**src/design/assert_macros.svh**
```systemverilog
// Assertion macros used by the RTL core of the responder.
`ifndef ASSERT_MACROS_SVH
`define ASSERT_MACROS_SVH

`ifndef SYNTHESIS

// Same-cycle implication, checked outside reset.
`define ASSERT_IMP(lbl, clk, rst_n, ante, cons, msg) \
    lbl: assert property (@(posedge clk) disable iff (!(rst_n)) (ante) |-> (cons)) \
        else $error(msg);

// Next-cycle implication, checked outside reset.
`define ASSERT_NXT(lbl, clk, rst_n, ante, cons, msg) \
    lbl: assert property (@(posedge clk) disable iff (!(rst_n)) (ante) |=> (cons)) \
        else $error(msg);

`else

`define ASSERT_IMP(lbl, clk, rst_n, ante, cons, msg)
`define ASSERT_NXT(lbl, clk, rst_n, ante, cons, msg)

`endif

`endif

```
**src/design/tftp_rsr_pkg.sv**
```systemverilog
// Types and constants of the TFTP read session responder.
`default_nettype none

package tftp_rsr_pkg;

    // Full data block size in bytes.
    localparam int BLOCK_BYTES = 512;

    localparam int BYTES_W = 10;
    localparam int CMP_W   = 11;

    // Largest length a data packet may carry, limited by the byte field.
    localparam int BYTES_LIM_INT = (BLOCK_BYTES > 1023) ? 1023 : BLOCK_BYTES;
    localparam logic [BYTES_W-1:0] BYTES_LIM  = BYTES_W'(BYTES_LIM_INT);
    localparam logic [CMP_W-1:0]   BLOCK_FULL = CMP_W'(BLOCK_BYTES);

    localparam logic [15:0] OPC_RRQ = 16'd1;
    localparam logic [15:0] OPC_ACK = 16'd4;

    localparam logic [1:0] KIND_DATA  = 2'd0;
    localparam logic [1:0] KIND_ERROR = 2'd1;
    localparam logic [1:0] KIND_PASS  = 2'd2;

    localparam logic [2:0] ERR_UNDEF   = 3'd0;
    localparam logic [2:0] ERR_ILLEGAL = 3'd4;

    localparam logic [1:0] RSN_NONE         = 2'd0;
    localparam logic [1:0] RSN_BAD_OPC_IDLE = 2'd1;
    localparam logic [1:0] RSN_BLK_MISMATCH = 2'd2;
    localparam logic [1:0] RSN_BAD_OPC_CK   = 2'd3;

    typedef struct packed {
        logic [15:0]        pkt_opcode;
        logic [15:0]        pkt_cookie;
        logic [15:0]        acked_block;
        logic [BYTES_W-1:0] next_block_bytes;
    } t_in_item;

    typedef struct packed {
        logic [1:0]         response_kind;
        logic [15:0]        cookie_out;
        logic [15:0]        block_number;
        logic [BYTES_W-1:0] data_bytes;
        logic [2:0]         wire_error_code;
        logic [1:0]         error_reason;
        logic               fetch_block;
        logic               release_source;
    } t_out_item;

endpackage

`default_nettype wire

```
**src/design/tftp_read_session_responder_core.sv**
```systemverilog
// TFTP read session responder: packet header in, one response header out.
//
//  channel | signals                          | moves
//  --------+----------------------------------+-------------------------------
//  input   | i_in_valid  o_in_ready  i_in_data | received header + block length
//  output  | o_out_valid i_out_ready o_out_data| response header per packet
//
// One transaction per cycle sustained while the output is not stalled; a packet
// passes through the input register, then the compare-and-update of the session
// state into the output register, and leaves it as its response.
// Reset (i_rst_n low, synchronous) returns the session to idle and empties both
// registers. A stalled output holds its response and stops the update stage; the
// input register takes one more transaction only if it is empty, then o_in_ready drops.
`default_nettype none

`include "assert_macros.svh"

module tftp_read_session_responder_core (
    input  wire logic                  i_clk,
    input  wire logic                  i_rst_n,
    input  wire logic                  i_in_valid,
    output logic                       o_in_ready,
    input  wire tftp_rsr_pkg::t_in_item  i_in_data,
    output logic                       o_out_valid,
    input  wire logic                  i_out_ready,
    output tftp_rsr_pkg::t_out_item    o_out_data
);

    logic                    r_in_valid;
    tftp_rsr_pkg::t_in_item  r_in;
    logic                    r_out_valid;
    tftp_rsr_pkg::t_out_item r_out;

    logic        r_waiting_ack;
    logic [15:0] r_session_cookie;
    logic [15:0] r_current_block;
    logic        r_last_was_short;

    logic        n_waiting_ack;
    logic [15:0] n_session_cookie;
    logic [15:0] n_current_block;
    logic        n_last_was_short;
    tftp_rsr_pkg::t_out_item n_out;

    logic w_fire;
    logic [tftp_rsr_pkg::BYTES_W-1:0] w_bytes;

    assign w_fire      = r_in_valid && (!r_out_valid || i_out_ready);
    assign o_in_ready  = !r_in_valid || w_fire;
    assign o_out_valid = r_out_valid;
    assign o_out_data  = r_out;

    // Saturate the offered block length to the block size.
    assign w_bytes = (r_in.next_block_bytes > tftp_rsr_pkg::BYTES_LIM)
                   ? tftp_rsr_pkg::BYTES_LIM : r_in.next_block_bytes;

    always_comb begin
        n_waiting_ack    = r_waiting_ack;
        n_session_cookie = r_session_cookie;
        n_current_block  = r_current_block;
        n_last_was_short = r_last_was_short;
        n_out            = '0;

        if (!r_waiting_ack) begin
            if (r_in.pkt_opcode == tftp_rsr_pkg::OPC_RRQ) begin
                n_session_cookie   = r_in.pkt_cookie;
                n_current_block    = 16'd1;
                n_last_was_short   = ({1'b0, w_bytes} < tftp_rsr_pkg::BLOCK_FULL);
                n_waiting_ack      = 1'b1;
                n_out.response_kind = tftp_rsr_pkg::KIND_DATA;
                n_out.block_number = 16'd1;
                n_out.data_bytes   = w_bytes;
                n_out.fetch_block  = 1'b1;
            end else begin
                n_out.response_kind   = tftp_rsr_pkg::KIND_ERROR;
                n_out.wire_error_code = tftp_rsr_pkg::ERR_ILLEGAL;
                n_out.error_reason    = tftp_rsr_pkg::RSN_BAD_OPC_IDLE;
            end
        end else if (r_in.pkt_opcode == tftp_rsr_pkg::OPC_ACK
                     && r_in.pkt_cookie == r_session_cookie) begin
            if (r_in.acked_block == r_current_block) begin
                if (r_last_was_short) begin
                    // Final block acknowledged: close the session.
                    n_waiting_ack        = 1'b0;
                    n_current_block      = 16'd0;
                    n_last_was_short     = 1'b0;
                    n_out.response_kind  = tftp_rsr_pkg::KIND_PASS;
                    n_out.release_source = 1'b1;
                end else begin
                    n_current_block     = r_current_block + 16'd1;
                    n_last_was_short    = ({1'b0, w_bytes} < tftp_rsr_pkg::BLOCK_FULL);
                    n_out.response_kind = tftp_rsr_pkg::KIND_DATA;
                    n_out.block_number  = r_current_block + 16'd1;
                    n_out.data_bytes    = w_bytes;
                    n_out.fetch_block   = 1'b1;
                end
            end else begin
                n_waiting_ack         = 1'b0;
                n_current_block       = 16'd0;
                n_last_was_short      = 1'b0;
                n_out.response_kind   = tftp_rsr_pkg::KIND_ERROR;
                n_out.wire_error_code = tftp_rsr_pkg::ERR_UNDEF;
                n_out.error_reason    = tftp_rsr_pkg::RSN_BLK_MISMATCH;
                n_out.release_source  = 1'b1;
            end
        end else begin
            n_waiting_ack         = 1'b0;
            n_current_block       = 16'd0;
            n_last_was_short      = 1'b0;
            n_out.response_kind   = tftp_rsr_pkg::KIND_ERROR;
            n_out.wire_error_code = tftp_rsr_pkg::ERR_ILLEGAL;
            n_out.error_reason    = tftp_rsr_pkg::RSN_BAD_OPC_CK;
            n_out.release_source  = 1'b1;
        end

        n_out.cookie_out = n_session_cookie;
    end

    always_ff @(posedge i_clk) begin
        if (!i_rst_n) begin
            r_in_valid       <= 1'b0;
            r_out_valid      <= 1'b0;
            r_waiting_ack    <= 1'b0;
            r_session_cookie <= 16'd0;
            r_current_block  <= 16'd0;
            r_last_was_short <= 1'b0;
        end else begin
            if (o_in_ready) begin
                r_in_valid <= i_in_valid;
            end
            if (w_fire) begin
                r_out_valid      <= 1'b1;
                r_waiting_ack    <= n_waiting_ack;
                r_session_cookie <= n_session_cookie;
                r_current_block  <= n_current_block;
                r_last_was_short <= n_last_was_short;
            end else if (i_out_ready) begin
                r_out_valid <= 1'b0;
            end
        end
    end

    always_ff @(posedge i_clk) begin
        if (o_in_ready && i_in_valid) begin
            r_in <= i_in_data;
        end
        if (w_fire) begin
            r_out <= n_out;
        end
    end

    `ASSERT_NXT(a_fire_loads_out, i_clk, i_rst_n, w_fire, r_out_valid, "response not registered")
    `ASSERT_NXT(a_release_idles, i_clk, i_rst_n, w_fire && n_out.release_source, !r_waiting_ack && r_current_block == 16'd0, "session not closed on release")
    `ASSERT_NXT(a_idle_bad_opc, i_clk, i_rst_n, w_fire && !r_waiting_ack && r_in.pkt_opcode != tftp_rsr_pkg::OPC_RRQ, !r_waiting_ack, "left idle without read request")
    `ASSERT_IMP(a_data_fetches, i_clk, i_rst_n, r_out_valid && r_out.response_kind == tftp_rsr_pkg::KIND_DATA, r_out.fetch_block && !r_out.release_source && r_waiting_ack, "data response without fetch")

endmodule

`default_nettype wire
```
**config.mk**
```make
export PLATFORM = sky130hd
export DESIGN_NAME = tftp_read_session_responder_core
export DESIGN_NICKNAME = d
export VERILOG_FILES = /design/src/design/tftp_rsr_pkg.sv /design/src/design/tftp_read_session_responder_core.sv
export VERILOG_INCLUDE_DIRS = /design/src /design/src/design
export SDC_FILE = /design/constraint.sdc
export NUM_CORES = 1
export LEC_CHECK = 0
export ABC_AREA = 1
export ABC_CLOCK_PERIOD_IN_PS = 2350
export BUFFER_PORTS_ARGS = -buffer_cell sky130_fd_sc_hd__buf_4
export CAP_MARGIN = 20
export CORE_AREA = 4 4 112 114
export CTS_CLUSTER_DIAMETER = 30
export DETAILED_ROUTE_END_ITERATION = 16
export DIE_AREA = 0 0 116 118
export PLACE_DENSITY_LB_ADDON = 0.3
export SYNTH_ARGS = -nofsm -noshare
export SYNTH_HDL_FRONTEND = slang
export SYNTH_SLANG_ARGS = --single-unit
```
**constraint.sdc**
```tcl
create_clock -name i_clk -period 2.35 [get_ports i_clk]
set_input_delay 0.235 -clock i_clk [delete_from_list [all_inputs] [get_ports i_clk]]
set_output_delay 0.235 -clock i_clk [all_outputs]
set_load 0.02 [all_outputs]
```
==> results of run 1 <==
==> state kept, by name (all words and copies together), names as in the netlist <==
| register | flops |
|---|---|
| r_session_cookie | 16 |
| r_in_valid | 1 |
| o_out_data | 48 |
| r_last_was_short | 1 |
| r_in | 58 |
| r_waiting_ack | 1 |
| r_current_block | 16 |
| o_out_valid | 1 |
==> logic make-up after synthesis <==
group                    Yosys count  synth area share, %
XOR/XNOR                          11                 1.54
flip-flops                       142                 62.4
AND/OR/NAND/NOR                  269                 19.1
other                              1               0.0599
buffers and inverters            144                 9.21
AO/OA/AOI/OAI                     93                 7.48
adder cells (fa/ha/maj)            1                0.200
==> power by group through the flow <==
stage          logic (mW)  registers [mW]  clock network, mW
5_1_grt             0.575            2.90               2.62
6_report            0.524            2.89               2.48
4_1_cts             0.522            2.89               2.50
3_3_place_gp        0.428            2.94                  0
3_5_place_dp        0.442            2.94                  0
2_1_floorplan       0.183            2.98                  0
==> synthesized netlist by cell type, drive strengths merged <==
library cell | instances | share of area [%]
o31ai | 1 | 0.12
nand3 | 17 | 1.4
dfxtp | 36 | 12
nor3 | 9 | 0.72
or2 | 1 | 0.10
inv | 125 | 7.5
a21oi | 37 | 3.0
nor2 | 58 | 4.4
nand2 | 160 | 10
nor3b | 1 | 0.20
nand4 | 16 | 1.7
edfxtp | 106 | 51
and2 | 1 | 0.10
buf | 11 | 1.2
nor4 | 6 | 0.60
xor2 | 11 | 1.5
ha | 1 | 0.20
o21ai | 55 | 4.4
clkbuf | 8 | 0.48
conb | 1 | 0.060
==> metal layers <==
layer | routed length [um] | part of all wire (%) | GRT usage, %
met4 | 244 | 1.7 | 7.11
met1 | 5790 | 40 | 26.4
met3 | 1020 | 7.1 | 5.96
met5 | 0 | 0 | 0
met2 | 7390 | 51 | 37.6
==> per-stage QoR <==
stage          setup slack [ns]  hold slack, ns
2_1_floorplan            0.0531           0.334
3_3_place_gp              0.455           0.413
3_5_place_dp              0.413           0.414
4_1_cts                   0.397           0.113
5_1_grt                   0.156           0.124
6_report                  0.430           0.122
==> area by class of cell <==
| cell class | instances | area, um2 | area share, % |
|---|---|---|---|
| clock buffer | 20 | 447 | 5.33 |
| clock inverter | 12 | 96.3 | 1.15 |
| inverter | 125 | 469 | 5.60 |
| multi-input combinational | 376 | 1780 | 21.3 |
| sequential | 142 | 3900 | 46.6 |
| tap | 143 | 179 | 2.13 |
| timing repair buffer | 178 | 1510 | 18.0 |
==> timing repair <==
action,in CTS,in global routing
hold buffers,58,0
hold endpoints to repair,58,0
buffers inserted,0,0
gates resized for setup,0,0
==> critical path: cells and delay by family (launching register included) <==
family                 cells  cell delay (ns)
AOI/OAI and AO/OA          1             0.17
buffers and inverters      2             0.29
DFF                        1             0.37
and+or+nand+nor            7             1.01
==> cells in the final DEF (no fill, tap or decap), types with 2 or more instances in the layout <==
cell / n
nand2_1: 156
buf_4: 118
inv_1: 114
edfxtp_1: 106
dlygate4sd3_1: 58
o21ai_0: 51
nor2_1: 45
a21oi_1: 37
dfxtp_1: 36
nand3_1: 17
clkbuf_16: 17
nand4_1: 15
inv_2: 11
xor2_1: 11
nor2_2: 10
nor3_1: 9
nor4_1: 6
o21ai_1: 4
nand2_4: 3
clkinv_1: 3
clkinvlp_4: 3
clkinv_2: 3
nor2_4: 2
conb_1: 2
clkbuf_1: 2
clkinv_4: 2
buf_12: 2
==> path summary, 6_finish.rpt <==
check                           slack (ns)                               end  cells after the start
worst max-delay path                  0.43  r_current_block[10]$_SDFFE_PN0P_                     10
worst min-delay path                  0.12          o_out_valid$_SDFFE_PN0P_                      4
worst max register to register        0.43  r_current_block[10]$_SDFFE_PN0P_                     10
worst min register to register        0.52          o_out_valid$_SDFFE_PN0P_                      2
==> out/metrics.cfg, run 1 <==
[clock_network]
htree_levels = 4
clkSinkCount = 142
cts_tree = yes
clock_path_buffers = 2
root_buffer = clkbuf_16
numCtsBuffers = 17
clkSlewWorstSetupHoldPaths_ns = 0.06
clk_latency_ns = 0.42

[place]
globalplace.congestion = 0.910
post_dp_cell_area_um2 = 7260
io_buffers = 112
hpwl_um = 9640
dpl.cell_count = 906

[global_route]
grt_overflow = 0
grt_pass1_wl_um = 23300
grt_max_degree = 38
antenna_found_initial = 0
grt_usage_pct = 21.9
grt_pass1_vias = 4945

[critical_path]
cpPeakStageDelay_ns = 0.37
critPathLaunch = r_in[47]$_DFFE_PP_
worstSetupPathType = reg2reg
cp_cell_sequence = inv_1, nand2_1, nor2_1, nand2_1, nor2_1, nand3_1, nor2_4, buf_4, nand4_1, a21oi_1
cp_max_fo = 12
r2r_start = r_in[47]$_DFFE_PP_
critPathSlowestCell = edfxtp_1
end_kind = flip-flop
worstPathRequired_ns = 2.69
cp-start-kind = flip-flop
crit_arrival_ns = 2.26

[min_path]
hold_class = in2reg
worstHoldStart = i_out_ready

[timing]
max_slew_margin_pct = 49.9
rsz0062_at_grt = false
min_period_ns = 1.92
worst_slew_pin_slew_ns = 0.751
fin_tns_setup_ns = 0
finalHoldViolations = 0
drv_slew = 0
max_freq_mhz = 521
final-setup-viol-count = 0
fin_crit_sh_pct = 81.7
skew_ns = 0.0123

[synth]
netlist_instances = 661
synth-warning-count = 0
avgSynthCellArea_um2 = 9.47
synthDistinctLibCells = 30
yosysSeqAreaShare_pct = 62.4
ys_ff_latch = 142
netlist_area_um2 = 6260

[final_layout]
drive_gt1_share_pct = 20.9
fill_cells = 820
fin_cells = 996
fin_util_pct = 73.4
finalNetCount = 903
area_growth_syn_to_layout_pct = 33.9
antenna-diode-count = 0
stdcell_area_um2 = 8380

[power]
finalPower_mw = 5.89
switching_share_pct = 22.8
p_leak_nw = 3.77
switchingPower_mw = 1.34
power_density_nw_per_um2 = 702
p_comb_share_pct = 8.9
ir_drop_v = 0.000669
p_seq_share_pct = 49.1
intPower_mw = 4.54
pwr-share-clk_pct = 42.0

[route]
drtAntennaViolNets = 0
drc_errors = 0
vias = 4980
wirelength_um = 14400
drtPass1Iterations = 5
vias_per_cell = 5.00
post_drt_wl_per_cell_um = 14.5
drt_iter0_drc = 364

[floorplan]
core_area_um2 = 11400
io_pins = 115
die_w_um = 116
dieArea_um2 = 13700
row_count = 39
start_util_pct = 54.8
die_h_um = 118

[run]
maxCapViolCount = 0

[outcome]
outcome = finished clean

Note: power is estimated with default switching activity, not from simulation.
==> run 2: changes to the inputs <==
- ABC_CLOCK_PERIOD_IN_PS: 2350 -> 1600
- CORE_AREA: 4 4 112 114 -> 4 4 117 119
- DIE_AREA: 0 0 116 118 -> 0 0 121 123
- clock period: 2.35 -> 1.6 ns (I/O delays scaled with it)
==> run 2 against run 1 <==
  * The run now ends with setup timing left
  * Clock-buffer cell count did not move
  * Critical path depth rose by 1
  * Clock skew barely moved
  * Non-clock buffer count rose by 70
  * Critical endpoint is now o_out_data[12]$_DFFE_PP_
==> out/metrics.cfg, run 2 (synthesized netlist as in run 1, its figures left out) <==
[outcome]
outcome = finished with violations  ; was finished clean
violations = setup timing

[place]
hpwl_um = 10600  ; was 9640 um
io_buffers = 112  ; unchanged
globalplace.congestion = 0.876  ; was 0.910

[final_layout]
largest-register = r_in  ; unchanged
sequential_cell_area_um2 = 3930  ; was 3900 um2
fill_cells = 831  ; was 820
area_growth_syn_to_layout_pct = 51.4  ; was 33.9%
final_common_cell = buf_4  ; was nand2_1
antenna-diode-count = 0  ; unchanged
fin_util_pct = 75.4  ; was 73.4%
finalNetCount = 975  ; was 903
multi_input_area_um2 = 2170  ; was 1780 um2
drive_gt1_share_pct = 36.4  ; was 20.9%
largest_register_ffs = 58  ; unchanged
layout_common_cells = buf_4 (181), nand2_1 (139), inv_1 (109)  ; was nand2_1 (156), buf_4 (118), inv_1 (114)

[route]
wirelength_um = 16400  ; was 14400 um
vias_per_cell = 4.84  ; was 5.00
drt_iter0_drc = 399  ; was 364
vias = 5304  ; was 4980
drc_errors = 0  ; unchanged
drtPass1Iterations = 5  ; unchanged
post_drt_wl_per_cell_um = 14.9  ; was 14.5 um
drtAntennaViolNets = 0  ; unchanged

[floorplan]
die_h_um = 123  ; was 118 um
start_util_pct = 49.8  ; was 54.8%
dieArea_um2 = 14900  ; was 13700 um2
io_pins = 115  ; unchanged
core_area_um2 = 12600  ; was 11400 um2
row_count = 41  ; was 39
die_w_um = 121  ; was 116 um

[critical_path]
crit_arrival_ns = 2.05  ; was 2.26 ns
worstPathRequired_ns = 1.88  ; was 2.69 ns
worstSetupPathType = reg2reg  ; unchanged
reg2reg_setup_slack_ns = -0.17  ; was 0.43 ns
cp_max_fo = 6  ; was 12
cp-start-kind = flip-flop  ; unchanged
end_kind = flip-flop  ; unchanged

[clock_network]
htree_levels = 4  ; unchanged
clkSinkCount = 142  ; unchanged
clkSlewWorstSetupHoldPaths_ns = 0.06  ; about the same
cts_tree = yes  ; unchanged
clock_path_buffers = 2  ; unchanged
numCtsBuffers = 17  ; unchanged
clk_latency_ns = 0.42  ; about the same
root_buffer = clkbuf_16  ; unchanged

[timing]
fin_tns_setup_ns = -7.86  ; was 0 ns
drv_slew = 0  ; unchanged
setup_ws_ns = -0.168  ; was 0.430 ns
max_freq_mhz = 566  ; was 521 MHz
rsz0062_at_grt = true  ; was false
skew_ns = 0.0125  ; was 0.0123 ns
finalHoldViolations = 0  ; unchanged
fin_crit_sh_pct = 111  ; was 81.7%
min_period_ns = 1.77  ; was 1.92 ns
final-setup-viol-count = 78  ; was 0

[power]
finalPower_mw = 9.16  ; was 5.89 mW
ir_drop_v = 0.000772  ; was 0.000669 V
p_leak_nw = 4.24  ; was 3.77 nW
power_density_nw_per_um2 = 966  ; was 702 nW/um2

[global_route]
grt_max_degree = 42  ; was 38
grt_usage_pct = 22.6  ; was 21.9%
grt_overflow = 0  ; unchanged
grt_pass1_wl_um = 25800  ; was 23300 um
antenna_found_initial = 0  ; unchanged
busiest_layer = met2  ; unchanged
grt_pass1_vias = 5275  ; was 4945
gr-usage-met3_pct = 4.85  ; was 5.96%
use_met1_pct = 26.4  ; unchanged
gr-usage-met2_pct = 41.3  ; was 37.6%

[run]
maxCapViolCount = 0  ; unchanged

[min_path]
hold_class = in2reg  ; unchanged

[run 2: worst max-delay path, stage by stage, from the launching register on]
cell	delay (ns)
edfxtp_1	0.42
inv_2	0.09
nand2_1	0.09
nand2_2	0.09
nand2_1	0.07
nor2_2	0.14
nand3_2	0.12
nor2_4	0.19
nand2_4	0.11
nand2_8	0.12
nand2_8	0.10
nor2_4	0.09
[run 2: per-layer routing]
metal	share of wire, %	vias to the layer above
met5	0	-
met4	1.5	0
met3	4.3	20
met2	54	152
met1	40	2482
li1	-	2650
[run 2: path summary, 6_finish.rpt]
path / to / cells past startpoint / start
setup / recovery: o_out_data[12]$_DFFE_PP_ / 11 / r_in[36]$_DFFE_PP_
hold / removal: r_in_valid$_SDFFE_PN0N_ / 3 / i_in_valid
setup reg to reg: o_out_data[12]$_DFFE_PP_ / 11 / r_in[36]$_DFFE_PP_
hold reg to reg: r_in_valid$_SDFFE_PN0N_ / 2 / o_out_valid$_SDFFE_PN0P_
[run 2: area by class of cell]
class / instances / area share, %
sequential: 142 / 41.5
multi-input combinational: 377 / 22.8
timing repair buffer: 248 / 21.8
inverter: 125 / 5.12
clock buffer: 20 / 4.71
tap: 172 / 2.27
clock inverter: 12 / 1.69
timing repair inverter: 1 / 0.0528
[run 2: where the power goes]
group	leakage, nW	switching, mW	total, mW	internal, mW
logic	2.65	0.465	0.893	0.428
clock network	0.295	1.51	4.02	2.51
registers	1.30	0.0914	4.24	4.15
[run 2: timing repair]
action / CTS / global route
endpoints found under the hold margin: 58 / 0
setup endpoints to repair: 82 / 82
pin swaps: 25 / 16
cloned: 1 / 1
hold buffers: 58 / 0
buffers inserted: 3 / 3
gates resized for setup: 83 / 60
[run 2: metrics by stage]
stage                     setup WS, ns  cells  hold slack, ns  area (um2)
after CTS                       -0.138   1093          0.0102        9250
final                           -0.168   1097          0.0270        9480
after floorplan                 -0.214    662           0.259        6320
after global placement          -0.265   1000           0.338        7840
after detailed placement        -0.279   1000           0.339        7840
after global routing            -0.285   1097          0.0394        9480
==> run 3: changes to the inputs <==
- CORE_AREA: 4 4 117 119 -> 4 4 122 124
- CTS_BUF_LIST: unset -> sky130_fd_sc_hd__clkbuf_8
- DIE_AREA: 0 0 121 123 -> 0 0 126 128
- RECOVER_POWER: unset -> 100
==> run 3 against run 2 <==
  * The flow still finishes with violations (setup timing)
  * First-iteration DRC count rose by 15%
  * Power fell by 16%
  * Fmax fell by 8.0%
  * Die area rose by 8.4%
  * Sequential power barely moved
  * Combinational power barely moved
  * Routed wire length rose by 9.0%
  * Clock skew rose by 0.0010 ns
  * Worst hold slack improved by 0.043 ns
  * Final cell count rose by 3.7%
  * Sequential cell count did not move
  * Critical path type unchanged
  * Largest cell class unchanged
  * Largest power group unchanged
==> out/metrics.cfg, run 3 (synthesized netlist as in run 1, its figures left out) <==
[outcome]
outcome = finished with violations  ; unchanged
violations = setup timing  ; unchanged

[timing]
finalHoldViolations = 0  ; unchanged
final-setup-viol-count = 82  ; was 78
max_freq_mhz = 520  ; was 566 MHz
skew_ns = 0.0135  ; was 0.0125 ns
min_period_ns = 1.92  ; was 1.77 ns
drv_slew = 0  ; unchanged
setup_ws_ns = -0.322  ; was -0.168 ns
fin_crit_sh_pct = 120  ; was 111%
rsz0062_at_grt = true  ; unchanged

[clock_network]
htree_levels = 4  ; unchanged
clkSinkCount = 142  ; unchanged
cts_tree = yes  ; unchanged
clk_latency_ns = 0.44  ; was 0.42 ns
numCtsBuffers = 17  ; unchanged
clkSlewWorstSetupHoldPaths_ns = 0.07  ; was 0.06 ns
root_buffer = clkbuf_8  ; was clkbuf_16
clock_path_buffers = 2  ; unchanged

[route]
post_drt_wl_per_cell_um = 15.7  ; was 14.9 um
vias = 5643  ; was 5304
drc_errors = 0  ; unchanged
vias_per_cell = 4.96  ; was 4.84
drtAntennaViolNets = 0  ; unchanged
drt_iter0_drc = 460  ; was 399
wirelength_um = 17900  ; was 16400 um
drtPass1Iterations = 5  ; unchanged

[power]
switchingPower_mw = 1.87  ; was 2.07 mW
p_leak_nw = 4.21  ; was 4.24 nW
power_density_nw_per_um2 = 807  ; was 966 nW/um2
intPower_mw = 5.82  ; was 7.09 mW
switching_share_pct = 24.3  ; was 22.6%
finalPower_mw = 7.68  ; was 9.16 mW
p_comb_share_pct = 11.6  ; was 9.7%
ir_drop_v = 0.000541  ; was 0.000772 V
pwr-share-clk_pct = 33.1  ; was 43.9%
p_seq_share_pct = 55.3  ; was 46.3%

[critical_path]
crit_buf_inv = 3  ; was 1
crit_family = simple AND/OR/NAND/NOR gates  ; unchanged
reg2reg_setup_slack_ns = -0.32  ; was -0.17 ns
cpPeakStageDelay_ns = 0.36  ; was 0.42 ns
end_kind = flip-flop  ; unchanged
worstSetupPathType = reg2reg  ; unchanged
r2r_start = r_in[53]$_DFFE_PP_  ; was r_in[36]$_DFFE_PP_
cp_max_fo = 15  ; was 6
crit_arrival_ns = 2.24  ; was 2.05 ns
cpMostUsedCell = nor2_4
cp_cell_sequence = nor2_1, nand4_1, nor3b_2, buf_4, nor2_4, nor2_4, buf_12, clkbuf_16, a21oi_1  ; was inv_2, nand2_1, nand2_2, nand2_1, nor2_2, nand3_2, nor2_4, nand2_4, nand2_8, nand2_8, nor2_4
cp-start-kind = flip-flop  ; unchanged
worstPathRequired_ns = 1.92  ; was 1.88 ns
critPathLaunch = r_in[53]$_DFFE_PP_  ; was r_in[36]$_DFFE_PP_
critPathSlowestCell = edfxtp_1  ; unchanged

[floorplan]
die_w_um = 126  ; was 121 um
dieArea_um2 = 16100  ; was 14900 um2
start_util_pct = 45.4  ; was 49.8%
row_count = 43  ; was 41
core_area_um2 = 13800  ; was 12600 um2
io_pins = 115  ; unchanged
die_h_um = 128  ; was 123 um

[min_path]
worstHoldStart = i_out_ready  ; was i_in_valid
hold_class = in2reg  ; unchanged

[place]
globalplace.congestion = 0.848  ; was 0.876
io_buffers = 112  ; unchanged
post_dp_cell_area_um2 = 7880  ; was 7840 um2
dpl.cell_count = 1012  ; was 1000
hpwl_um = 10900  ; was 10600 um
preCtsSetupSlack_ns = -0.299  ; was -0.279 ns

[global_route]
grt_overflow = 0  ; unchanged
grt_usage_pct = 21.0  ; was 22.6%
grt_pass1_vias = 5568  ; was 5275
grt_pass1_wl_um = 26800  ; was 25800 um
antenna_found_initial = 0  ; unchanged
grt_max_degree = 50  ; was 42

[final_layout]
layout_common_cells = nand2_1 (122), inv_1 (112), edfxtp_1 (106)  ; was buf_4 (181), nand2_1 (139), inv_1 (109)
fill_cells = 1048  ; was 831
finalNetCount = 1008  ; was 975
area_growth_syn_to_layout_pct = 52.1  ; was 51.4%
antenna-diode-count = 0  ; unchanged
largest_register_ffs = 58  ; unchanged
stdcell_area_um2 = 9520  ; was 9480 um2
fin_util_pct = 69.1  ; was 75.4%
drive_gt1_share_pct = 35.6  ; was 36.4%
final_common_cell = nand2_1  ; was buf_4
largest-register = r_in  ; unchanged
fin_cells = 1138  ; was 1097

[run]
maxCapViolCount = 0  ; unchanged

## run 3: changes by cell type in the layout (fill, tap and decap cells not counted), sizes merged
cell and delta:
clkinv -2, buf -81, inv +5, clkbuf +113, bufinv -2, nand2 -1
dlygate4sd3 +1
## run 3: what timing repair did
| item | CTS | global route |
|---|---|---|
| setup buffers | 25 | 8 |
| hold buffers | 59 | 0 |
| cloned | 2 | 5 |
| pin swaps | 50 | 35 |
| gates resized for setup | 122 | 81 |
| hold endpoints to repair | 59 | 0 |
| endpoints found under the setup margin | 82 | 82 |
## run 3: final timing paths
kind,to,depth (start not counted)
worst min-delay path,o_out_valid$_SDFFE_PN0P_,4
worst min register to register,r_current_block[12]$_SDFFE_PN0P_,2
worst max-delay path,r_current_block[10]$_SDFFE_PN0P_,9
worst max register to register,r_current_block[10]$_SDFFE_PN0P_,9
## run 3: layer usage
metal	track usage, %	vias up	part of all wire, %	wire, um
li1	-	2720	-	-
met1	25.7	2664	41	7410
met2	36.0	213	49	8810
met3	4.88	46	6.3	1120
met4	8.83	0	2.9	526
met5	0	-	0	0
## run 3: area by class of cell
cell class / instances / area [um2] / area share [%]
Clock buffer: 19 / 262 / 2.75
Inverter: 125 / 484 / 5.09
Timing Repair inverter: 1 / 7.51 / 0.0789
Multi-Input combinational cell: 376 / 2220 / 23.3
Timing Repair Buffer: 282 / 2300 / 24.2
Tap cell: 180 / 225 / 2.37
Clock inverter: 13 / 87.6 / 0.920
Sequential cell: 142 / 3930 / 41.3
## run 3: power groups by stage
stage / combinational (mW) / clock, mW / sequential (mW)
floorplan: 0.279 / 0 / 4.38
global placement: 0.696 / 0 / 4.32
detailed placement: 0.721 / 0 / 4.32
CTS: 0.898 / 2.59 / 4.24
global route: 0.964 / 2.77 / 4.26
finish: 0.890 / 2.55 / 4.25
## run 3: metrics by stage
step	hold WS, ns	setup TNS, ns
2_1_floorplan	0.259	-21.49
3_3_place_gp	0.338	-6.64
3_5_place_dp	0.339	-14.36
4_1_cts	0.0331	-8.31
5_1_grt	0.0450	-25.64
6_report	0.0696	-17.66
## run 3: worst register-to-register path, cell delays in order, from the launching register on
cell and delay [ns]:
edfxtp_1 0.36, nor2_1 0.14, nand4_1 0.17, nor3b_2 0.35, buf_4 0.19, nor2_4 0.04, nor2_4 0.17, buf_12 0.13
clkbuf_16 0.18, a21oi_1 0.08
